`src/sv/sraa_pkg.sv`:
```
// ----------------------------------------------------------------------------
// Sensor running average alarm package
// Shared constants, codes and types of the sensor alarm unit.
// ----------------------------------------------------------------------------
package sraa_pkg;

  localparam int MAX_SENSORS_DEF   = 64;
  localparam int WINDOW_LENGTH_DEF = 5;

  localparam logic [1:0] ACT_LOAD  = 2'd0;
  localparam logic [1:0] ACT_MEAS  = 2'd1;

  localparam logic [1:0] ST_OK      = 2'd0;
  localparam logic [1:0] ST_UNKNOWN = 2'd1;
  localparam logic [1:0] ST_FULL    = 2'd2;

  localparam logic [1:0] CFG_MIN_TEMP = 2'd0;
  localparam logic [1:0] CFG_MAX_TEMP = 2'd1;

  typedef enum logic [1:0] {
    OP_LOAD,
    OP_MEAS,
    OP_QUERY
  } op_t;

  typedef enum logic [2:0] {
    S_IDLE,
    S_LOAD,
    S_SRD,
    S_SCMP,
    S_SUM,
    S_DIV,
    S_WB,
    S_DONE
  } state_t;

  typedef struct packed {
    op_t                op;
    logic [15:0]        probe_id;
    logic [15:0]        room_number;
    logic signed [15:0] reading;
    logic [31:0]        stamp;
  } item_t;

endpackage

```
`src/sv/sraa_in_if.sv`:
```
// ----------------------------------------------------------------------------
// Sensor alarm input channel
// Valid/ready channel that carries one sensor command per transfer.
// ----------------------------------------------------------------------------
interface sraa_in_if;
  logic               valid;
  logic               ready;
  logic [1:0]         action;
  logic [15:0]        probe_id;
  logic [15:0]        room_number;
  logic signed [15:0] reading;
  logic [31:0]        stamp;

  modport source(output valid, action, probe_id, room_number, reading, stamp, input ready);
  modport sink(input valid, action, probe_id, room_number, reading, stamp, output ready);
endinterface

```
`src/sv/sraa_front.sv`:
```
// ----------------------------------------------------------------------------
// Sensor alarm front end
// Accepts commands, decodes the action and holds them in a two-entry queue.
// ----------------------------------------------------------------------------
module sraa_front (
  input  logic           clk,
  input  logic           rst_n,
  sraa_in_if.sink        in_ch,
  output logic           q_valid,
  output sraa_pkg::item_t q_item,
  input  logic           q_ready
);
  import sraa_pkg::*;

  item_t      slot_r [2];
  logic       wptr_r, wptr_nxt;
  logic       rptr_r, rptr_nxt;
  logic [1:0] fill_r, fill_nxt;
  logic       push, pop;
  item_t      dec;

  always_comb begin
    case (in_ch.action)
      ACT_LOAD: dec.op = OP_LOAD;
      ACT_MEAS: dec.op = OP_MEAS;
      default:  dec.op = OP_QUERY;
    endcase
    dec.probe_id    = in_ch.probe_id;
    dec.room_number = in_ch.room_number;
    dec.reading     = in_ch.reading;
    dec.stamp       = in_ch.stamp;
  end

  assign in_ch.ready = (fill_r != 2'd2);
  assign push        = in_ch.valid && in_ch.ready;
  assign q_valid     = (fill_r != 2'd0);
  assign q_item      = slot_r[rptr_r];
  assign pop         = q_valid && q_ready;

  always_comb begin
    wptr_nxt = push ? ~wptr_r : wptr_r;
    rptr_nxt = pop ? ~rptr_r : rptr_r;
    fill_nxt = fill_r + {1'b0, push} - {1'b0, pop};
  end

  always_ff @(posedge clk) begin
    if (!rst_n) begin
      wptr_r <= 1'b0;
      rptr_r <= 1'b0;
      fill_r <= 2'd0;
    end else begin
      wptr_r <= wptr_nxt;
      rptr_r <= rptr_nxt;
      fill_r <= fill_nxt;
    end
  end

  always_ff @(posedge clk) begin
    if (push) begin
      slot_r[wptr_r] <= dec;
    end
  end
endmodule

```
`src/flat_wrapper.sv`:
```
// flat-port wrapper written by rule: the top's interface ports become plain ports
module sraa_front_flat import sraa_pkg::*;
  (clk, rst_n, q_valid, q_item, q_ready, in_ch_valid, in_ch_action, in_ch_probe_id, in_ch_room_number, in_ch_reading, in_ch_stamp, in_ch_ready);
  sraa_in_if in_ch_i ();
  input  logic clk;
  input  logic rst_n;
  output logic q_valid;
  output sraa_pkg::item_t q_item;
  input  logic q_ready;
  input wire logic [$bits(in_ch_i.valid)-1:0] in_ch_valid;
  input wire logic [$bits(in_ch_i.action)-1:0] in_ch_action;
  input wire logic [$bits(in_ch_i.probe_id)-1:0] in_ch_probe_id;
  input wire logic [$bits(in_ch_i.room_number)-1:0] in_ch_room_number;
  input wire logic [$bits(in_ch_i.reading)-1:0] in_ch_reading;
  input wire logic [$bits(in_ch_i.stamp)-1:0] in_ch_stamp;
  output wire logic [$bits(in_ch_i.ready)-1:0] in_ch_ready;
  assign in_ch_i.valid = in_ch_valid;
  assign in_ch_i.action = in_ch_action;
  assign in_ch_i.probe_id = in_ch_probe_id;
  assign in_ch_i.room_number = in_ch_room_number;
  assign in_ch_i.reading = in_ch_reading;
  assign in_ch_i.stamp = in_ch_stamp;
  assign in_ch_ready = in_ch_i.ready;
  sraa_front u_core (.clk(clk), .rst_n(rst_n), .in_ch(in_ch_i), .q_valid(q_valid), .q_item(q_item), .q_ready(q_ready));
endmodule
```
`config.mk`:
```
export PLATFORM = sky130hd
export DESIGN_NAME = sraa_front_flat
export DESIGN_NICKNAME = d
export VERILOG_FILES = /design/src/sv/sraa_pkg.sv /design/src/sv/sraa_in_if.sv /design/src/sv/sraa_front.sv /design/src/flat_wrapper.sv
export SDC_FILE = /design/constraint.sdc
export NUM_CORES = 1
export LEC_CHECK = 0
export ABC_CLOCK_PERIOD_IN_PS = 7600
export BUFFER_PORTS_ARGS = -buffer_cell sky130_fd_sc_hd__clkbuf_2
export CORE_UTILIZATION = 23
export DETAILED_ROUTE_END_ITERATION = 8
export PLACE_DENSITY = 0.43
export SYNTH_ARGS = -nofsm -noshare
export SYNTH_HDL_FRONTEND = slang
export SYNTH_SLANG_ARGS = --single-unit
export TNS_END_PERCENT = 50
```
`constraint.sdc`:
```
create_clock -name clk -period 7.6 [get_ports clk]
set_clock_uncertainty 0.2 [all_clocks]
set_input_delay 1.52 -clock clk [delete_from_list [all_inputs] [get_ports clk]]
set_output_delay 1.52 -clock clk [all_outputs]
set_load 0.02 [all_outputs]
```
==> qor.csv <==
stage,metric,value,unit
finish,nFillCells,2825,
yosys,synth_edf_count,164,
floorplanning,boundaryPins,170,
yosys,yosysMostFrequentCell,edfxtp_1,
worst_setup_path,rr_endpoint,u_core.slot_r[0][1],
floorplanning,dieArea,0.0292,mm²
clock_network,htreeDepth,4,
pwr,switching_share,30.7,%
worst_setup_path,max_stage_delay,0.83,ns
pwr,intPower,2.07,mW
route,via_per_inst,3.64,
clock_network,cts_hold_repair.buffers,0,
timing,worst_pin_slew,0.936,ns
worst_setup_path,cp_num_cells,3,
yosys,seq_area_frac_synth,76.5,%
grt,grt_max_degree,50,
grt,antenna_found_initial,0,
worst_setup_path,crit_end,q_item[81],
yosys,synth_cell_type_count,21,
timing,finalMaxSlewViolations,0,
finish,finish.instance_area,0.00835,mm²
floorplanning,core_region_area,0.0279,mm²
pwr,comb_power_share,28.6,%
worst_setup_path,cp-start-kind,register,
clock_network,root_buffer,clkbuf_16,
clock_network,cts_max_path_buffers,2,
yosys,synth_cells,283,
placement,numPortBuffers,169,
worst_setup_path,cp_cell_sequence,buf_4 > mux2_1 > clkbuf_2,
clock_network,post_cts_resized,0,
worst_setup_path,end_kind,primary output,
worst_setup_path,path_delay_family,buffers and inverters,
floorplanning,die_w,171,µm
timing,tns,0,ns
pwr,clockPowerShare,29.5,%
pwr,report.power.total,2.99,mW
pwr,irDropWorstVdd,0.144,mV
timing,maxSlewHeadroom,37.6,%
floorplanning,start_util,23.5,%
route,drc,0,
pwr,p_leak,3.25,nW
yosys,yosysWarnings,0,
route,antenna_left,0,
grt,grt_pass1_wl,18100,µm
min_path,hold_path.class,reg2reg,
clock_network,cts_setup_buffers,0,
timing,period_minus_slack,4.33,ns
worst_setup_path,cp_data_required_time,5.88,ns
clock_network,cts_sinks,169,
yosys,ys_top_cells_by_area,"edfxtp_1, mux2_4, buf_12",
worst_setup_path,cp_slowest_cell,buf_4,
clock_network,cts_buffers,17,
worst_setup_path,path_buf_inv,2,
timing,fin_crit_sh,57.0,%
timing,layout_setup_ws,3.27,ns
worst_setup_path,rr_startpoint,u_core.fill_r[0],
pwr,power_frac_seq,42.0,%
grt,grt_pass1_vias,3287,
worst_setup_path,critPathKind,reg2out,
pwr,powerDensity,358,mW/mm²
timing,fmax,231,MHz
yosys,ys_top_cells_by_count,"edfxtp_1, mux2_4, buf_12",
finish,syn_to_final_growth,27.2,%
yosys,yosys.area.top_type,edfxtp_1,
placement,hpwl,7990,µm
grt,grt_overflow,0,
route,drtIter0Drc,96,
clock_network,cts.clk_slew.worst_paths,0.07,ns
clock_network,cts_tree,built,
clock_network,clock_latency,0.42,ns
pwr,netSwitchingPower,0.920,mW
worst_setup_path,cp.arrival,2.61,ns
yosys,syn_area,0.00657,mm²
placement,dpl_cell_area,0.00776,mm²
finish,antenna_cells,0,
yosys,syn-num-nets,371,
route,num_vias,3115,
route,drt_wl_total,12600,µm
flow_run,max_cap_viol_count,0,
yosys,synthFlopType,edfxtp_1,
placement,gp_congestion,0.639,
yosys,ys_ff_latch,169,
floorplanning,die-height,171,µm
timing,hold_viol_final,0,
min_path,whs_path_depth,2,
yosys,avgSynthCellArea,23.2,µm²
floorplanning,num_rows,61,
outcome,status,"complete, no violations",
yosys,netlist.area_leader.share,75.0,%
finish,fin_nets,553,
route,first_pass_iters,4,
worst_setup_path,r2r_cells,5,
yosys,async_flop_share,0,%
worst_setup_path,regToRegSetupSlack,4.96,ns
grt,grtUsageTotal,8.60,%
timing,rsz0062_at_grt,false,
timing,setup_viol,0,
route,wl_per_cell,14.7,µm
finish,drive_gt1_share,60.0,%
worst_setup_path,path_max_fanout,49,
placement,preCtsSetupSlack,3.60,ns
## cell type report
cell class | instances | area, µm² | area share (%)
Tap cell | 378 | 473 | 5.66
Timing Repair Buffer | 173 | 876 | 10.5
Inverter | 3 | 11.3 | 0.135
Clock buffer | 19 | 433 | 5.19
Sequential cell | 169 | 5030 | 60.2
Multi-Input combinational cell | 101 | 1370 | 16.4
Clock inverter | 13 | 160 | 1.92
## flip-flops by register name (all words and copies together) (netlist names), named ones only
register	flops
u_core.rptr_r	1
u_core.fill_r	2
u_core.wptr_r	1
u_core.slot_r	164
## worst min-delay path, delay by kind of cell, from the launching register on
family / cells / cell delay [ns]
simple gates: 1 / 0.08
xor+xnor: 1 / 0.08
flops: 1 / 0.32
## how the worst min path moves through the flow
stage                       start             to  slack, ns
detailed placement  u_core.rptr_r       register       0.29
global placement    u_core.rptr_r  u_core.rptr_r       0.30
finish              u_core.rptr_r       register       0.32
CTS                 u_core.rptr_r       register       0.31
floorplan           u_core.wptr_r  u_core.wptr_r       0.25
global route        u_core.wptr_r  u_core.wptr_r       0.36
## metrics by stage
stage	instances	hold WS, ns	utilization, %
floorplan	283	0.245	-
global placement	824	0.298	27.8
detailed placement	824	0.294	27.8
CTS	856	0.312	29.9
global route	856	0.361	29.9
finish	856	0.316	29.9
## routing by layer
metal  up-vias  GRT usage, %  part of all wire (%)
met5         -             0                     0
met4         0          3.38                  0.81
met3         7          3.15                   5.8
met2        98          14.1                    49
met1      1531          10.2                    44
li1       1479             -                     -
## cell families (layout without fill, tap and decap cells)
family          Yosys count  in the layout  share of synthesized area [%]
flops                   169            169                           76.5
xor+xnor                  3              3                          0.400
buf+inv                  13            208                           2.84
mux                      82             82                           18.6
compound gates            2              2                          0.191
fa+ha+maj                 2              2                          0.381
simple gates             12             12                           1.03
## cell usage in the layout, fill, tap and decap left out
| master | instances |
|---|---|
| clkinv_2 | 1 |
| or2_2 | 1 |
| dfxtp_1 | 4 |
| edfxtp_1 | 164 |
| nor2b_4 | 1 |
| xnor2_1 | 2 |
| ha_1 | 2 |
| inv_6 | 4 |
| o21ai_1 | 1 |
| mux2_4 | 80 |
| mux2_1 | 2 |
| inv_8 | 3 |
| buf_4 | 4 |
| clkbuf_16 | 17 |
| and3_4 | 1 |
| xor2_1 | 1 |
| bufinv_16 | 2 |
| clkinv_4 | 3 |
| inv_1 | 3 |
| clkbuf_2 | 169 |
| nand2b_1 | 1 |
| nand2_1 | 1 |
| and2_1 | 2 |
| clkbuf_1 | 2 |
| nor2b_1 | 1 |
| dfxtp_4 | 1 |
| nand4b_1 | 1 |
| nor2_1 | 3 |
| o21a_1 | 1 |
## power groups by stage
stage	clock [mW]	sequential, mW	combinational, mW
global route	0.957	1.27	0.918
detailed placement	0	1.28	0.876
CTS	0.922	1.26	0.880
finish	0.882	1.26	0.855
global placement	0	1.28	0.875
floorplan	0	1.24	0.714
Power figures use the tool's default switching activity.
